$ cat src/rtl/cmpl_pkg.sv
package cmpl_pkg;

  // Default build-time settings.
  localparam int PWM_MAX_DEF         = 800;
  localparam int PWM_MIN_DEF         = 0;
  localparam int POSITION_PERIOD_DEF = 1000;
  localparam int VELOCITY_PERIOD_DEF = 100;
  localparam int CURRENT_PERIOD_DEF  = 10;

  // Tick counter widths.
  localparam int POS_TICK_W = 10;
  localparam int VEL_TICK_W = 7;
  localparam int CUR_TICK_W = 4;

  // Configuration port.
  localparam int APB_ADDR_W = 4;
  localparam int APB_DATA_W = 32;

  // Stream payload widths.
  localparam int IN_DATA_W  = 48;
  localparam int OUT_DATA_W = 112;

  // Shared multiplier operand widths.
  localparam int OP_A_W = 33;
  localparam int OP_B_W = 32;
  localparam int ACC_W  = 64;
  localparam int RAW_W  = 40;

  // Rounding shifts: Q2.30 angle gain and Q8.24 loop gains.
  localparam int ANGLE_SHIFT = 30;
  localparam int GAIN_SHIFT  = 24;

  // Floor division by 24.0 in Q16.16 is a shift by 19 and a division by three,
  // the latter done as a multiplication by a rounded-up reciprocal.
  localparam int PWM_SHIFT   = 19;
  localparam int RECIP_SHIFT = 21;
  localparam logic signed [OP_B_W-1:0] RECIP3 = 32'sd699051;

  localparam logic signed [OP_B_W-1:0] ANGLE_GAIN = 32'sd1332645699;
  localparam logic signed [OP_B_W-1:0] VEL_SCALE  = 32'sd2000;
  localparam logic [31:0]              ADC_STEP   = 32'd3200;
  localparam logic signed [31:0]       ADC_OFFSET = 32'sd1638400;

  localparam logic signed [OP_B_W-1:0] G_P_POS  = 32'sd36071014;
  localparam logic signed [OP_B_W-1:0] G_D_POS  = 32'sd2852127;
  localparam logic signed [OP_B_W-1:0] G_P_VEL  = 32'sd125829120;
  localparam logic signed [OP_B_W-1:0] G_I_VEL  = 32'sd8389;
  localparam logic signed [OP_B_W-1:0] G_KT     = 32'sd1145884;
  localparam logic signed [OP_B_W-1:0] G_KA_VEL = 32'sd2236962;
  localparam logic signed [OP_B_W-1:0] G_P_CUR  = 32'sd2207882;
  localparam logic signed [OP_B_W-1:0] G_I_CUR  = 32'sd2952790;
  localparam logic signed [OP_B_W-1:0] G_KA_CUR = 32'sd127486444;

  localparam logic signed [31:0] VEL_CLAMP = 32'sd42074112;
  localparam logic signed [31:0] CUR_CLAMP = 32'sd1572864;

  localparam logic signed [63:0] SAT_MAX = 64'sd2147483647;
  localparam logic signed [63:0] SAT_MIN = -64'sd2147483648;

  typedef enum logic [1:0] {
    REG_TARGET = 2'd0,
    REG_VLIM   = 2'd1,
    REG_CLIM   = 2'd2
  } cfg_reg_e;

  typedef enum logic [1:0] {
    ACC_HOLD,
    ACC_LOAD,
    ACC_ADD
  } acc_op_e;

  typedef enum logic [4:0] {
    ST_IDLE,
    ST_ANG_MUL,
    ST_ANG_ACC,
    ST_ANG_WB,
    ST_VEL_MUL,
    ST_VEL_ACC,
    ST_VEL_WB,
    ST_POS_MUL_P,
    ST_POS_MUL_D,
    ST_POS_ACC,
    ST_POS_WB,
    ST_PI_ERR,
    ST_PI_KA,
    ST_PI_RND,
    ST_PI_INT,
    ST_PI_MUL_I,
    ST_PI_MUL_F,
    ST_PI_ACC,
    ST_PI_WB,
    ST_PWM_MUL,
    ST_PWM_ACC,
    ST_PWM_DIV,
    ST_PWM_DACC,
    ST_PWM_WB
  } state_e;

  // Rounded arithmetic right shift with halves going away from zero.
  // For a negative value, adding half minus one before the floor shift gives the same result.
  function automatic logic signed [RAW_W-1:0] rnd_shift(input logic signed [ACC_W-1:0] v,
                                                       input logic wide);
    logic signed [ACC_W-1:0] half;
    logic signed [ACC_W-1:0] t;
    logic signed [ACC_W-1:0] s;
    half = wide ? (64'sd1 <<< (ANGLE_SHIFT - 1)) : (64'sd1 <<< (GAIN_SHIFT - 1));
    t    = v + half - ((v < 64'sd0) ? 64'sd1 : 64'sd0);
    s    = wide ? (t >>> ANGLE_SHIFT) : (t >>> GAIN_SHIFT);
    return s[RAW_W-1:0];
  endfunction

  function automatic logic signed [31:0] sat32(input logic signed [63:0] v);
    logic signed [31:0] r;
    if (v > SAT_MAX) begin
      r = 32'sh7fffffff;
    end else if (v < SAT_MIN) begin
      r = 32'sh80000000;
    end else begin
      r = v[31:0];
    end
    return r;
  endfunction

endpackage

$ cat src/rtl/cmpl_mac.sv
module cmpl_mac (
  input  logic                                clk_i,
  input  logic signed [cmpl_pkg::OP_A_W-1:0]  op_a_i,
  input  logic signed [cmpl_pkg::OP_B_W-1:0]  op_b_i,
  input  cmpl_pkg::acc_op_e                   acc_op_i,
  output logic signed [cmpl_pkg::ACC_W-1:0]   acc_o
);

  localparam int PROD_W = cmpl_pkg::OP_A_W + cmpl_pkg::OP_B_W;

  logic signed [PROD_W-1:0]          prod_w;
  logic signed [cmpl_pkg::ACC_W-1:0] prod_q;
  logic signed [cmpl_pkg::ACC_W-1:0] acc_q;
  logic signed [cmpl_pkg::ACC_W-1:0] acc_d;

  // The product is registered; the accumulator consumes it in the cycle after issue.
  assign prod_w = PROD_W'(op_a_i) * PROD_W'(op_b_i);

  always_comb begin
    unique case (acc_op_i)
      cmpl_pkg::ACC_LOAD: acc_d = prod_q;
      cmpl_pkg::ACC_ADD:  acc_d = acc_q + prod_q;
      default:            acc_d = acc_q;
    endcase
  end

  always_ff @(posedge clk_i) begin
    prod_q <= prod_w[cmpl_pkg::ACC_W-1:0];
    acc_q  <= acc_d;
  end

  assign acc_o = acc_q;

endmodule

$ cat src/rtl/cascaded_motor_pid_loop_core.sv
// Cascaded position / velocity / current controller, one word per control tick.
// A word is taken only while idle; it passes the angle and velocity steps, any loop that
// fires (position, then velocity, then current) and the PWM step before the next is taken.
// One shared multiplier serves all these steps; the ADC scaling multiplies on its own.
// A finished result waits in an output register while the next word is accepted.
// Reset (asynchronous, active low) clears the config registers, loop state and tick counters.
module cascaded_motor_pid_loop_core #(
  parameter int PWM_MAX         = cmpl_pkg::PWM_MAX_DEF,
  parameter int PWM_MIN         = cmpl_pkg::PWM_MIN_DEF,
  parameter int POSITION_PERIOD = cmpl_pkg::POSITION_PERIOD_DEF,
  parameter int VELOCITY_PERIOD = cmpl_pkg::VELOCITY_PERIOD_DEF,
  parameter int CURRENT_PERIOD  = cmpl_pkg::CURRENT_PERIOD_DEF
) (
  input  logic                                clk_i,
  input  logic                                rst_ni,
  // Input stream.
  input  logic                                s_axis_tvalid,
  output logic                                s_axis_tready,
  // encoder_count [31:0], adc_sample [41:32]
  input  logic [cmpl_pkg::IN_DATA_W-1:0]      s_axis_tdata,
  // Output stream.
  output logic                                m_axis_tvalid,
  input  logic                                m_axis_tready,
  // pwm_compare [9:0], angle [41:10], velocity [73:42], motor_current [105:74]
  output logic [cmpl_pkg::OUT_DATA_W-1:0]     m_axis_tdata,
  // Configuration port.
  input  logic                                psel,
  input  logic                                penable,
  input  logic                                pwrite,
  input  logic [cmpl_pkg::APB_ADDR_W-1:0]     paddr,
  input  logic [cmpl_pkg::APB_DATA_W-1:0]     pwdata,
  output logic [cmpl_pkg::APB_DATA_W-1:0]     prdata,
  output logic                                pready
);

  localparam int HALF = (PWM_MAX - PWM_MIN) / 2;
  localparam int MID  = PWM_MIN + HALF;

  // Configuration registers.
  logic signed [31:0] target_q;
  logic [30:0]        vlim_q;
  logic [30:0]        clim_q;
  logic               cfg_wr;
  logic               cfg_zero;

  // Sequencer.
  cmpl_pkg::state_e state_q, state_d;
  logic             pi_sel_q, pi_sel_d;  // 0: velocity loop, 1: current loop
  logic             s_ready;
  logic             done;
  logic             out_free;

  // Shared multiplier controls.
  logic signed [cmpl_pkg::OP_A_W-1:0] op_a;
  logic signed [cmpl_pkg::OP_B_W-1:0] op_b;
  cmpl_pkg::acc_op_e                  acc_op;
  logic signed [cmpl_pkg::ACC_W-1:0]  acc;

  // Per-word working registers.
  logic signed [31:0]                cnt_q;
  logic signed [31:0]                mc_q;
  logic signed [31:0]                angle_q;
  logic signed [31:0]                vel_q;
  logic signed [31:0]                perr_q;
  logic signed [31:0]                err_q;
  logic signed [cmpl_pkg::RAW_W-1:0] tmp_q;

  // Loop state.
  logic signed [31:0] prev_angle_q;
  logic signed [31:0] prev_perr_q;
  logic signed [31:0] pos_cmd_q;
  logic signed [31:0] vel_cmd_q;
  logic signed [31:0] cur_cmd_q;
  logic signed [31:0] vel_int_q;
  logic signed [31:0] vel_wind_q;
  logic signed [31:0] cur_int_q;
  logic signed [31:0] cur_wind_q;
  logic [cmpl_pkg::POS_TICK_W-1:0] pos_tick_q;
  logic [cmpl_pkg::VEL_TICK_W-1:0] vel_tick_q;
  logic [cmpl_pkg::CUR_TICK_W-1:0] cur_tick_q;
  logic fire_pos, fire_vel, fire_cur;

  // Output registers.
  logic               out_valid_q;
  logic [9:0]         out_pwm_q;
  logic signed [31:0] out_angle_q;
  logic signed [31:0] out_vel_q;
  logic signed [31:0] out_cur_q;

  // Derived values.
  logic signed [31:0]                mc_in;
  logic signed [31:0]                pi_cmd_in;
  logic [30:0]                       pi_lim;
  logic signed [31:0]                pi_meas;
  logic signed [31:0]                pi_int;
  logic signed [31:0]                pi_wind;
  logic signed [31:0]                pi_ff;
  logic signed [31:0]                pi_clamp;
  logic signed [32:0]                lim33;
  logic signed [32:0]                cmd33;
  logic signed [32:0]                cmd_clamped;
  logic signed [41:0]                int_sum;
  logic signed [31:0]                int_new;
  logic signed [cmpl_pkg::RAW_W-1:0] raw;
  logic signed [cmpl_pkg::RAW_W-1:0] raw_lim;
  logic signed [31:0]                pi_cmd_new;
  logic signed [31:0]                pi_wind_new;
  logic signed [19:0]                ocr;
  logic signed [19:0]                ocr_clamped;

  assign pready   = 1'b1;
  assign cfg_wr   = psel & penable & pwrite & pready;
  assign cfg_zero = (target_q == 32'sd0) && (vlim_q == 31'd0) && (clim_q == 31'd0);

  always_comb begin
    unique case (cmpl_pkg::cfg_reg_e'(paddr[3:2]))
      cmpl_pkg::REG_TARGET: prdata = target_q;
      cmpl_pkg::REG_VLIM:   prdata = {1'b0, vlim_q};
      cmpl_pkg::REG_CLIM:   prdata = {1'b0, clim_q};
      default:              prdata = '0;
    endcase
  end

  assign fire_pos = pos_tick_q >= cmpl_pkg::POS_TICK_W'(POSITION_PERIOD);
  assign fire_vel = vel_tick_q >= cmpl_pkg::VEL_TICK_W'(VELOCITY_PERIOD);
  assign fire_cur = cur_tick_q >= cmpl_pkg::CUR_TICK_W'(CURRENT_PERIOD);

  assign out_free = ~out_valid_q | m_axis_tready;

  assign mc_in = $signed(32'(s_axis_tdata[41:32]) * cmpl_pkg::ADC_STEP) - cmpl_pkg::ADC_OFFSET;

  // The velocity and current loops share one schedule; pi_sel_q picks the operands.
  assign pi_cmd_in = pi_sel_q ? vel_cmd_q  : pos_cmd_q;
  assign pi_lim    = pi_sel_q ? clim_q     : vlim_q;
  assign pi_meas   = pi_sel_q ? mc_q       : vel_q;
  assign pi_int    = pi_sel_q ? cur_int_q  : vel_int_q;
  assign pi_wind   = pi_sel_q ? cur_wind_q : vel_wind_q;
  assign pi_ff     = pi_sel_q ? vel_q      : mc_q;
  assign pi_clamp  = pi_sel_q ? cmpl_pkg::CUR_CLAMP : cmpl_pkg::VEL_CLAMP;

  assign lim33 = 33'($signed({1'b0, pi_lim}));
  assign cmd33 = 33'(pi_cmd_in);

  always_comb begin
    if (cmd33 > lim33) begin
      cmd_clamped = lim33;
    end else if (cmd33 < -lim33) begin
      cmd_clamped = -lim33;
    end else begin
      cmd_clamped = cmd33;
    end
  end

  assign int_sum = 42'(pi_int) + 42'(err_q) - 42'(tmp_q);

  always_comb begin
    if (int_sum > 42'(pi_clamp)) begin
      int_new = pi_clamp;
    end else if (int_sum < -42'(pi_clamp)) begin
      int_new = -pi_clamp;
    end else begin
      int_new = int_sum[31:0];
    end
  end

  // Loop output with saturation; the overshoot is kept for anti-windup.
  assign raw     = cmpl_pkg::rnd_shift(acc, 1'b0);
  assign raw_lim = cmpl_pkg::RAW_W'(pi_clamp);

  always_comb begin
    if (raw > raw_lim) begin
      pi_cmd_new  = pi_clamp;
      pi_wind_new = cmpl_pkg::sat32(64'(raw - raw_lim));
    end else if (raw < -raw_lim) begin
      pi_cmd_new  = -pi_clamp;
      pi_wind_new = cmpl_pkg::sat32(64'(raw + raw_lim));
    end else begin
      pi_cmd_new  = raw[31:0];
      pi_wind_new = 32'sd0;
    end
  end

  // The accumulator holds the reciprocal product; shifting it out gives the quotient by three.
  assign ocr = 20'(acc >>> cmpl_pkg::RECIP_SHIFT) - 20'(HALF) + 20'(MID);

  always_comb begin
    priority if (cfg_zero) begin
      ocr_clamped = 20'(MID);
    end else if (ocr > 20'(PWM_MAX)) begin
      ocr_clamped = 20'(PWM_MAX);
    end else if (ocr < 20'(PWM_MIN)) begin
      ocr_clamped = 20'(PWM_MIN);
    end else begin
      ocr_clamped = ocr;
    end
  end

  cmpl_mac u_mac (
    .clk_i    (clk_i),
    .op_a_i   (op_a),
    .op_b_i   (op_b),
    .acc_op_i (acc_op),
    .acc_o    (acc)
  );

  always_ff @(posedge clk_i or negedge rst_ni) begin
    if (!rst_ni) begin
      state_q  <= cmpl_pkg::ST_IDLE;
      pi_sel_q <= 1'b0;
    end else begin
      state_q  <= state_d;
      pi_sel_q <= pi_sel_d;
    end
  end

  always_comb begin
    state_d  = state_q;
    pi_sel_d = pi_sel_q;
    op_a     = '0;
    op_b     = '0;
    acc_op   = cmpl_pkg::ACC_HOLD;
    s_ready  = 1'b0;
    done     = 1'b0;
    unique case (state_q)
      cmpl_pkg::ST_IDLE: begin
        s_ready = 1'b1;
        if (s_axis_tvalid) begin
          state_d = cmpl_pkg::ST_ANG_MUL;
        end
      end
      cmpl_pkg::ST_ANG_MUL: begin
        op_a    = cmpl_pkg::OP_A_W'(cnt_q);
        op_b    = cmpl_pkg::ANGLE_GAIN;
        state_d = cmpl_pkg::ST_ANG_ACC;
      end
      cmpl_pkg::ST_ANG_ACC: begin
        acc_op  = cmpl_pkg::ACC_LOAD;
        state_d = cmpl_pkg::ST_ANG_WB;
      end
      cmpl_pkg::ST_ANG_WB: begin
        state_d = cmpl_pkg::ST_VEL_MUL;
      end
      cmpl_pkg::ST_VEL_MUL: begin
        op_a    = cmpl_pkg::OP_A_W'(angle_q) - cmpl_pkg::OP_A_W'(prev_angle_q);
        op_b    = cmpl_pkg::VEL_SCALE;
        state_d = cmpl_pkg::ST_VEL_ACC;
      end
      cmpl_pkg::ST_VEL_ACC: begin
        acc_op  = cmpl_pkg::ACC_LOAD;
        state_d = cmpl_pkg::ST_VEL_WB;
      end
      cmpl_pkg::ST_VEL_WB: begin
        priority if (fire_pos) begin
          state_d = cmpl_pkg::ST_POS_MUL_P;
        end else if (fire_vel) begin
          state_d  = cmpl_pkg::ST_PI_ERR;
          pi_sel_d = 1'b0;
        end else if (fire_cur) begin
          state_d  = cmpl_pkg::ST_PI_ERR;
          pi_sel_d = 1'b1;
        end else begin
          state_d = cmpl_pkg::ST_PWM_MUL;
        end
      end
      cmpl_pkg::ST_POS_MUL_P: begin
        op_a    = cmpl_pkg::OP_A_W'(perr_q);
        op_b    = cmpl_pkg::G_P_POS;
        state_d = cmpl_pkg::ST_POS_MUL_D;
      end
      cmpl_pkg::ST_POS_MUL_D: begin
        op_a    = cmpl_pkg::OP_A_W'(err_q);
        op_b    = cmpl_pkg::G_D_POS;
        acc_op  = cmpl_pkg::ACC_LOAD;
        state_d = cmpl_pkg::ST_POS_ACC;
      end
      cmpl_pkg::ST_POS_ACC: begin
        acc_op  = cmpl_pkg::ACC_ADD;
        state_d = cmpl_pkg::ST_POS_WB;
      end
      cmpl_pkg::ST_POS_WB: begin
        priority if (fire_vel) begin
          state_d  = cmpl_pkg::ST_PI_ERR;
          pi_sel_d = 1'b0;
        end else if (fire_cur) begin
          state_d  = cmpl_pkg::ST_PI_ERR;
          pi_sel_d = 1'b1;
        end else begin
          state_d = cmpl_pkg::ST_PWM_MUL;
        end
      end
      cmpl_pkg::ST_PI_ERR: begin
        op_a    = cmpl_pkg::OP_A_W'(pi_wind);
        op_b    = pi_sel_q ? cmpl_pkg::G_KA_CUR : cmpl_pkg::G_KA_VEL;
        state_d = cmpl_pkg::ST_PI_KA;
      end
      cmpl_pkg::ST_PI_KA: begin
        acc_op  = cmpl_pkg::ACC_LOAD;
        state_d = cmpl_pkg::ST_PI_RND;
      end
      cmpl_pkg::ST_PI_RND: begin
        state_d = cmpl_pkg::ST_PI_INT;
      end
      cmpl_pkg::ST_PI_INT: begin
        op_a    = cmpl_pkg::OP_A_W'(err_q);
        op_b    = pi_sel_q ? cmpl_pkg::G_P_CUR : cmpl_pkg::G_P_VEL;
        state_d = cmpl_pkg::ST_PI_MUL_I;
      end
      cmpl_pkg::ST_PI_MUL_I: begin
        op_a    = cmpl_pkg::OP_A_W'(pi_int);
        op_b    = pi_sel_q ? cmpl_pkg::G_I_CUR : cmpl_pkg::G_I_VEL;
        acc_op  = cmpl_pkg::ACC_LOAD;
        state_d = cmpl_pkg::ST_PI_MUL_F;
      end
      cmpl_pkg::ST_PI_MUL_F: begin
        op_a    = cmpl_pkg::OP_A_W'(pi_ff);
        op_b    = cmpl_pkg::G_KT;
        acc_op  = cmpl_pkg::ACC_ADD;
        state_d = cmpl_pkg::ST_PI_ACC;
      end
      cmpl_pkg::ST_PI_ACC: begin
        acc_op  = cmpl_pkg::ACC_ADD;
        state_d = cmpl_pkg::ST_PI_WB;
      end
      cmpl_pkg::ST_PI_WB: begin
        if (!pi_sel_q && fire_cur) begin
          state_d  = cmpl_pkg::ST_PI_ERR;
          pi_sel_d = 1'b1;
        end else begin
          state_d = cmpl_pkg::ST_PWM_MUL;
        end
      end
      cmpl_pkg::ST_PWM_MUL: begin
        op_a    = cmpl_pkg::OP_A_W'(cur_cmd_q);
        op_b    = cmpl_pkg::OP_B_W'(HALF);
        state_d = cmpl_pkg::ST_PWM_ACC;
      end
      cmpl_pkg::ST_PWM_ACC: begin
        acc_op  = cmpl_pkg::ACC_LOAD;
        state_d = cmpl_pkg::ST_PWM_DIV;
      end
      cmpl_pkg::ST_PWM_DIV: begin
        // Offset by three halves so the dividend is never negative.
        op_a    = cmpl_pkg::OP_A_W'(acc >>> cmpl_pkg::PWM_SHIFT) + cmpl_pkg::OP_A_W'(3 * HALF);
        op_b    = cmpl_pkg::RECIP3;
        state_d = cmpl_pkg::ST_PWM_DACC;
      end
      cmpl_pkg::ST_PWM_DACC: begin
        acc_op  = cmpl_pkg::ACC_LOAD;
        state_d = cmpl_pkg::ST_PWM_WB;
      end
      cmpl_pkg::ST_PWM_WB: begin
        if (out_free) begin
          done    = 1'b1;
          state_d = cmpl_pkg::ST_IDLE;
        end
      end
      default: begin
        state_d = cmpl_pkg::ST_IDLE;
      end
    endcase
  end

  // Configuration, loop state and output handshake.
  always_ff @(posedge clk_i or negedge rst_ni) begin
    if (!rst_ni) begin
      target_q     <= '0;
      vlim_q       <= '0;
      clim_q       <= '0;
      prev_angle_q <= '0;
      prev_perr_q  <= '0;
      pos_cmd_q    <= '0;
      vel_cmd_q    <= '0;
      cur_cmd_q    <= '0;
      vel_int_q    <= '0;
      vel_wind_q   <= '0;
      cur_int_q    <= '0;
      cur_wind_q   <= '0;
      pos_tick_q   <= '0;
      vel_tick_q   <= '0;
      cur_tick_q   <= '0;
      out_valid_q  <= 1'b0;
    end else begin
      if (cfg_wr) begin
        unique case (cmpl_pkg::cfg_reg_e'(paddr[3:2]))
          cmpl_pkg::REG_TARGET: target_q <= $signed(pwdata);
          cmpl_pkg::REG_VLIM:   vlim_q   <= pwdata[30:0];
          cmpl_pkg::REG_CLIM:   clim_q   <= pwdata[30:0];
          default: ;
        endcase
      end
      if (state_q == cmpl_pkg::ST_POS_WB) begin
        pos_cmd_q <= cmpl_pkg::sat32(64'(raw));
      end
      if (state_q == cmpl_pkg::ST_PI_INT) begin
        if (pi_sel_q) begin
          cur_int_q <= int_new;
        end else begin
          vel_int_q <= int_new;
        end
      end
      if (state_q == cmpl_pkg::ST_PI_WB) begin
        if (pi_sel_q) begin
          cur_cmd_q  <= pi_cmd_new;
          cur_wind_q <= pi_wind_new;
        end else begin
          vel_cmd_q  <= pi_cmd_new;
          vel_wind_q <= pi_wind_new;
        end
      end
      if (done) begin
        prev_angle_q <= angle_q;
        prev_perr_q  <= perr_q;
        pos_tick_q   <= fire_pos ? cmpl_pkg::POS_TICK_W'(1)
                                 : pos_tick_q + cmpl_pkg::POS_TICK_W'(1);
        vel_tick_q   <= fire_vel ? cmpl_pkg::VEL_TICK_W'(1)
                                 : vel_tick_q + cmpl_pkg::VEL_TICK_W'(1);
        cur_tick_q   <= fire_cur ? cmpl_pkg::CUR_TICK_W'(1)
                                 : cur_tick_q + cmpl_pkg::CUR_TICK_W'(1);
      end
      out_valid_q <= done | (out_valid_q & ~m_axis_tready);
    end
  end

  // Working and output payload registers.
  always_ff @(posedge clk_i) begin
    if (s_axis_tvalid && s_ready) begin
      cnt_q <= $signed(s_axis_tdata[31:0]);
      mc_q  <= mc_in;
    end
    unique case (state_q)
      cmpl_pkg::ST_ANG_WB:    angle_q <= cmpl_pkg::sat32(64'(cmpl_pkg::rnd_shift(acc, 1'b1)));
      cmpl_pkg::ST_VEL_MUL:   perr_q  <= cmpl_pkg::sat32(64'(target_q) - 64'(angle_q));
      cmpl_pkg::ST_VEL_WB:    vel_q   <= cmpl_pkg::sat32(acc);
      cmpl_pkg::ST_POS_MUL_P: err_q   <= cmpl_pkg::sat32(64'(perr_q) - 64'(prev_perr_q));
      cmpl_pkg::ST_PI_ERR:    err_q   <= cmpl_pkg::sat32(64'(cmd_clamped) - 64'(pi_meas));
      cmpl_pkg::ST_PI_RND:    tmp_q   <= raw;
      default: ;
    endcase
    if (done) begin
      out_pwm_q   <= ocr_clamped[9:0];
      out_angle_q <= angle_q;
      out_vel_q   <= vel_q;
      out_cur_q   <= mc_q;
    end
  end

  assign s_axis_tready = s_ready;
  assign m_axis_tvalid = out_valid_q;
  assign m_axis_tdata  = {6'b0, out_cur_q, out_vel_q, out_angle_q, out_pwm_q};

endmodule

$ cat config.mk
export PLATFORM = sky130hd
export DESIGN_NAME = cascaded_motor_pid_loop_core
export DESIGN_NICKNAME = d
export VERILOG_FILES = /design/src/rtl/cmpl_pkg.sv /design/src/rtl/cmpl_mac.sv /design/src/rtl/cascaded_motor_pid_loop_core.sv
export SDC_FILE = /design/constraint.sdc
export NUM_CORES = 2
export LEC_CHECK = 0
export BUFFER_PORTS_ARGS = -buffer_cell sky130_fd_sc_hd__buf_2
export CAP_MARGIN = 20
export CORE_MARGIN = 2
export CORE_UTILIZATION = 35
export CTS_CLUSTER_DIAMETER = 60
export DETAILED_ROUTE_END_ITERATION = 10
export MAX_ROUTING_LAYER = met4
export SLEW_MARGIN = 0
export SYNTH_ARGS = -nofsm -noshare
export SYNTH_HDL_FRONTEND = slang
export SYNTH_SLANG_ARGS = --single-unit
$ cat constraint.sdc
create_clock -name clk_i -period 20.4 [get_ports clk_i]
set_clock_uncertainty 0.05 [all_clocks]
set_input_delay 3.06 -clock clk_i [delete_from_list [all_inputs] [get_ports clk_i]]
set_output_delay 3.06 -clock clk_i [all_outputs]
set_load 0.005 [all_outputs]
# After elaboration in Yosys (flattened, before gate mapping)
# Index checks and enable logic that the tools add are counted.
[word_totals]
inputBits = 91
output_inout_bits = 147
ff_bits = 876
word_cells = 211
[op_classes]
n_bitwise = 8
multipliers = 2
n_eq_ne = 31
add_sub_neg = 24
mux = 58
n_reduce_logical = 27
n_lt_le_gt_ge = 28
[op_table]
columns = ["operator", "count"]
rows = [
  ["2-to-1 mux 32 bit", 24],
  ["one-hot mux 31 bit (10 select lines)", 1],
  ["one-hot mux 33 bit (9 select lines)", 1],
  ["one-hot mux 64 bit (2 select lines)", 1],
  ["subtractor 64 x 2 -> 64 bit", 2],
  ["one-hot mux 5 bit (24 select lines)", 1],
  ["subtractor 32 x 32 -> 33 bit", 3],
  ["one-hot mux 32 bit (3 select lines)", 1],
  ["> comparator 41 x 32 -> 1 bit (second input constant)", 2],
  ["less-than comparator 41 x 32 -> 1 bit (second input constant)", 2],
  ["> comparator 34 x 32 -> 1 bit (second input constant)", 2],
  ["less-than comparator 34 x 32 -> 1 bit (second input constant)", 2],
  ["> comparator 33 x 32 -> 1 bit (second input constant)", 2],
  ["less-than comparator 33 x 32 -> 1 bit (second input constant)", 2],
  ["2-to-1 mux 33 bit", 2],
  ["adder 64 x 25 -> 64 bit (second input constant)", 1],
  ["adder 64 x 31 -> 64 bit (second input constant)", 1],
  ["adder 64 bit", 1],
  ["> comparator 64 x 32 -> 1 bit (second input constant)", 1],
  ["less-than comparator 64 x 1 -> 1 bit (second input constant)", 1],
  ["less-than comparator 64 x 32 -> 1 bit (second input constant)", 1],
  ["multiplier 33 x 32 -> 64 bit", 1],
  ["one-hot mux 32 bit (2 select lines)", 1],
  ["logical NOT 31 bit", 2],
  ["other kinds (64)", 120],
]

# Logic depth before layout (Yosys ltp)
[depth]
ltp_word = 10
mapped_depth = 49
mapped_depth_nobuf = 47

# Hierarchy
# Synthesis repeated with hierarchy kept, for this count alone.
[hier_totals]
hier_cells = 10870
hier_area_um2 = 99535.5
[modules_own_cells]
columns = ["mod", "seq_area_each_um2", "cells_per_inst", "n_inst", "area_each_um2"]
rows = [
  ["cascaded_motor_pid_loop_core", 19448.7, 5957, 1, 54313.3],
  ["cmpl_mac", 3203.1, 4913, 1, 45222.1],
]

# Least setup slack after synthesis
# OpenSTA, ideal clock, no wires.
[synth_timing]
kind = "flip-flop to flip-flop"
from = "reg pi_sel_q"
to = "reg u_mac.prod_q[62] (netlist bit)"
stages_incl_launch_ff = 41
setup_ns = 0.136
arrival_time_ns = 11.625
setup_slack_ns = 8.589
period_less_slack_ns = 11.811
n_path_buf = 9
t_required_ns = 20.214
cell_sequence = "dfrtp_1 buf_6 buf_6 clkbuf_1 buf_2 buf_2 buf_1 buf_1 clkbuf_1 o21ai_0 a22oi_1 mux2_2 clkbuf_1 nor2_1 fa_1 fa_1 fa_1 inv_1 [... 5 more ...] inv_1 fa_1 inv_1 ha_1 and3_1 or3b_1 or2_2 a221oi_1 o31ai_1 o21bai_1 a2111oi_0 o41ai_1 a2111oi_0 o21bai_1 a211o_1 a31oi_1 o41ai_1 xor2_1"
[synth_between]
elab_chain_cells = 3
word_cells_on_any_way = 9
classes_between = "mul: 1; mux: 8"
[synth_rtl]
columns = ["element", "line", "rtl"]
rows = [
  ["start, declared", "cascaded_motor_pid_loop_core.sv:48", "logic pi_sel_q, pi_sel_d;"],
  ["start signal, assigned", "cascaded_motor_pid_loop_core.sv:212", "pi_sel_q <= pi_sel_d;"],
  ["2-to-1 mux 22 bit (tied with other cells)", "cascaded_motor_pid_loop_core.sv:310", "op_b = pi_sel_q ? cmpl_pkg::G_I_CUR : cmpl_pkg::G_I_VEL;"],
  ["one-hot mux 31 bit (10 select lines) or one-hot mux 33 bit (9 select lines) (tied branches)", "cascaded_motor_pid_loop_core.sv:224", "unique case (state_q)"],
  ["multiplier 33 x 32 -> 64 bit (*)", "cmpl_mac.sv:17", "assign prod_w = PROD_W'(op_a_i) * PROD_W'(op_b_i);"],
  ["net u_mac.prod_w[62]", "cmpl_mac.sv:11", "logic signed [PROD_W-1:0] prod_w;"],
  ["end signal, assigned", "cmpl_mac.sv:28", "prod_q <= prod_w[cmpl_pkg::ACC_W-1:0];"],
  ["end, declared", "cmpl_mac.sv:12", "logic signed [cmpl_pkg::ACC_W-1:0] prod_q;"],
]
# Mark *: on every way through the listed nets, which the timed path passes. The rest lies on a longest branch.
# A chain may end at the register's enable or synchronous reset.

# Worst setup path in the final report
[layout_timing]
from = "reg state_q[2]"
to = "reg u_mac.prod_q[56] (netlist bit)"
[layout_between]
elab_chain_cells = 4
word_cells_on_any_way = 14
classes_between = "mul: 1; eq/ne: 10; mux: 2; reduce/logical: 1"
[layout_rtl]
columns = ["element", "line", "rtl"]
rows = [
  ["start, declared", "cascaded_motor_pid_loop_core.sv:47", "cmpl_pkg::state_e state_q, state_d;"],
  ["start signal, assigned", "cascaded_motor_pid_loop_core.sv:208", "state_q <= cmpl_pkg::ST_IDLE;"],
  ["start signal, assigned", "cascaded_motor_pid_loop_core.sv:211", "state_q <= state_d;"],
  ["== test 5 x 4 -> 1 bit", "cascaded_motor_pid_loop_core.sv:224", ""],
  ["OR reduction 2 bit (no line)", "n/a", ""],
  ["one-hot mux 33 bit (9 select lines)", "cascaded_motor_pid_loop_core.sv:224", ""],
  ["multiplier 33 x 32 -> 64 bit (*)", "cmpl_mac.sv:17", ""],
  ["net u_mac.prod_w[56]", "cmpl_mac.sv:11", ""],
]
# Marks and branches as above.

==> impl_metrics.ini <==
[outcome]
status = finished, final reports clean

[logic_synthesis]
yosysSeqAreaShare_pct = 24.1
synth_area_mm2 = 0.0941
yosys_most_used_dff = dfrtp_1
netlist-cell-type-count = 131
yosysMostFrequentCell = inv_1
synth_common_cells = 1610 x inv_1, 1025 x fa_1, 1015 x nand2_1, 758 x ha_1, 738 x nor2_1
synth_area_leaders = fa_1 22%, edfxtp_1 12%, dfrtp_1 11%
synth_top_area_share_pct = 21.8
synth_edf_count = 370
synth_top_area_cell = fa_1
syn_inst = 10200
synth_seq_cells = 844
ys_warn_count = 0
async_flop_share_pct = 48.6
syn_area_per_cell_um2 = 9.23

[floorplan]
die_h_um = 523
die_x_um = 523
start_util_pct = 35.2
row_count = 190
design.core.area_mm2 = 0.268
die_area_mm2 = 0.273
pin_count = 238

[setup_path]
crit_fanout = 53
critPathTopFamily = compound AO/OA/AOI/OAI gates
endpoint_kind = flip-flop
arrival_ps = 15480
slowest_delay_ps = 1040
cpMostUsedCell = fa_1
crit_type = flip-flop to flip-flop
worstPathRequired_ps = 21030
crit_path_start_kind = flip-flop
worst-path-buf-inv = 8
crit_slowest_cell = a211oi_1

[routing]
via_per_inst = 5.59
postRouteAntennaNets = 0
dr.pass1.iters = 8
drc_errors = 0
vias = 78300
wl_mm = 390
dr.first_iter.drc_count = 8612
wl_per_cell_um = 27.8

[grt]
track_usage_pct = 29.2
antenna_found_initial = 27
grt_pass1_vias = 78000
grt_pass1_wl_mm = 561
grt_overflow = 0
grt_start_max_net_pins = 98

[placed_design]
globalplace.congestion = 1.02
port_buffers = 215
hpwl_mm = 313
post_dp_cell_area_mm2 = 0.100

[final_layout]
num-fill-cells = 26900
drive_above_1_share_pct = 9.91
nets = 12200
design_area_mm2 = 0.104
multiInputGateArea_mm2 = 0.0641
syn_to_final_growth_pct = 10.5
seqCellArea_mm2 = 0.0227

[sta]
relSlewSlack_pct = 13.5
grt_setup_unrepaired = no
fin_setup_tns_ps = 0
max_slew.worst_pin.slew_ps = 1290
drv_slew = 0
fin_crit_ps = 14850
hold_viol = 0
fmax_mhz = 67.3
setup_viol = 0
timing.final.crit_share_pct = 72.8

[cts]
cts_sinks = 844
htree_levels = 3
postCtsHoldBufs = 0
clk_latency_ps = 810
clk_pin_slew_ps = 60
cts_tree = done
clock_tree.root_cell = clkbuf_16
cts_buffer_depth = 3
postCtsSetupBuffers = 0
cts-buffers-inserted = 109
cts_resized = 0

[flow_run]
drv_cap = 0

[worst_hold_path]
holdCritPathClass = flip-flop to flip-flop
==> path summary, 6_finish.rpt <==
path,startpoint,to,slack [ps],cells past startpoint
max,state_q[2],u_mac.prod_q[56],5550,39
min,vel_cmd_q[19],vel_cmd_q[19],430,1
max reg2reg,state_q[2],u_mac.prod_q[56],5550,39
min reg2reg,vel_cmd_q[19],vel_cmd_q[19],430,1
max in group asynchronous,rst_ni,pi_sel_q,15860,3
min in group asynchronous,rst_ni,target_q[26],2200,1
==> layout by cell type (no fill, tap or decap), types with 40 or more instances in the layout <==
| cell | synthesis | layout |
|---|---|---|
| inv_1 | 1610 | 1608 |
| fa_1 | 1025 | 1025 |
| nand2_1 | 1015 | 1011 |
| ha_1 | 758 | 757 |
| nor2_1 | 738 | 725 |
| a21oi_1 | 575 | 569 |
| o21ai_0 | 452 | 444 |
| dfrtp_1 | 410 | 408 |
| edfxtp_1 | 370 | 370 |
| xnor2_1 | 327 | 314 |
| a21o_1 | 239 | 239 |
| buf_2 | 37 | 217 |
| buf_4 | 33 | 206 |
| mux2_2 | 178 | 178 |
| mux2i_1 | 153 | 152 |
| nand3_1 | 144 | 143 |
| xor2_1 | 116 | 113 |
| clkbuf_16 | 0 | 110 |
| nor2b_1 | 100 | 99 |
| nand2b_1 | 95 | 95 |
| nor3_1 | 95 | 88 |
| and2_1 | 83 | 82 |
| o21a_1 | 78 | 78 |
| o31ai_1 | 81 | 78 |
| a31oi_1 | 70 | 68 |
| nand4_1 | 64 | 64 |
| dfxtp_1 | 64 | 64 |
| nor4_1 | 64 | 63 |
| o21bai_1 | 62 | 62 |
| and3_1 | 59 | 58 |
| a211oi_1 | 53 | 51 |
| a22o_1 | 40 | 40 |
==> flip-flops by register name, summed over array words and instances (netlist names), 31 cells and up <==
signal	cells
vel_q	32
cur_int_q	32
pos_cmd_q	32
out_vel_q	32
clim_q	31
perr_q	32
cnt_q	32
cur_wind_q	32
vel_int_q	32
u_mac.acc_o	64
prev_perr_q	32
cur_cmd_q	32
prev_angle_q	32
vel_wind_q	32
out_angle_q	32
vlim_q	31
tmp_q	40
angle_q	32
vel_cmd_q	32
u_mac.prod_q	64
err_q	32
target_q	32
==> metal layers <==
| layer | part of all wire (%) | GRT usage (%) | vias up |
|---|---|---|---|
| met1 | 42 | 37.9 | 39800 |
| met4 | 6.5 | 15.7 | 0 |
| met5 | 0 | - | - |
| met2 | 43 | 42.9 | 3417 |
| met3 | 8.5 | 5.61 | 737 |
| li1 | - | - | 34300 |
==> final cells by class <==
cell class	instances	area share, %
clock inverters	75	1.01
flip-flops and latches	844	21.8
well taps	3552	4.27
inverters	1625	5.88
clock buffers	131	2.78
repair buffers	432	2.68
diodes	21	0.0505
multi-input cells	7325	61.6
==> cell families (layout without fill, tap and decap cells) <==
logic type / count (synthesis) / after routing / share of synthesized area (%)
adder cells (fa/ha/maj): 1795 / 1795 / 32.0
flip-flops: 844 / 844 / 24.1
AND/OR/NAND/NOR: 2611 / 2611 / 12.7
multiplexers: 332 / 332 / 3.77
AO/OA/AOI/OAI: 2127 / 2127 / 14.9
other: 2 / 35 / 0.00798
XOR/XNOR: 446 / 446 / 4.19
buffers and inverters: 2045 / 2263 / 8.45
==> per-stage QoR <==
step	utilization, %	setup WS (ps)	hold WS [ps]	cells
5_1_grt	38.9	5400	440	14000
2_1_floorplan	-	8590	393	10200
4_1_cts	38.8	5970	429	14000
3_5_place_dp	37.4	6060	412	13800
3_3_place_gp	37.3	6040	408	13800
6_report	38.9	5550	431	14000
Power is not shown: default switching activity piles up to over one toggle a cycle in this logic, so the estimate is an artifact.
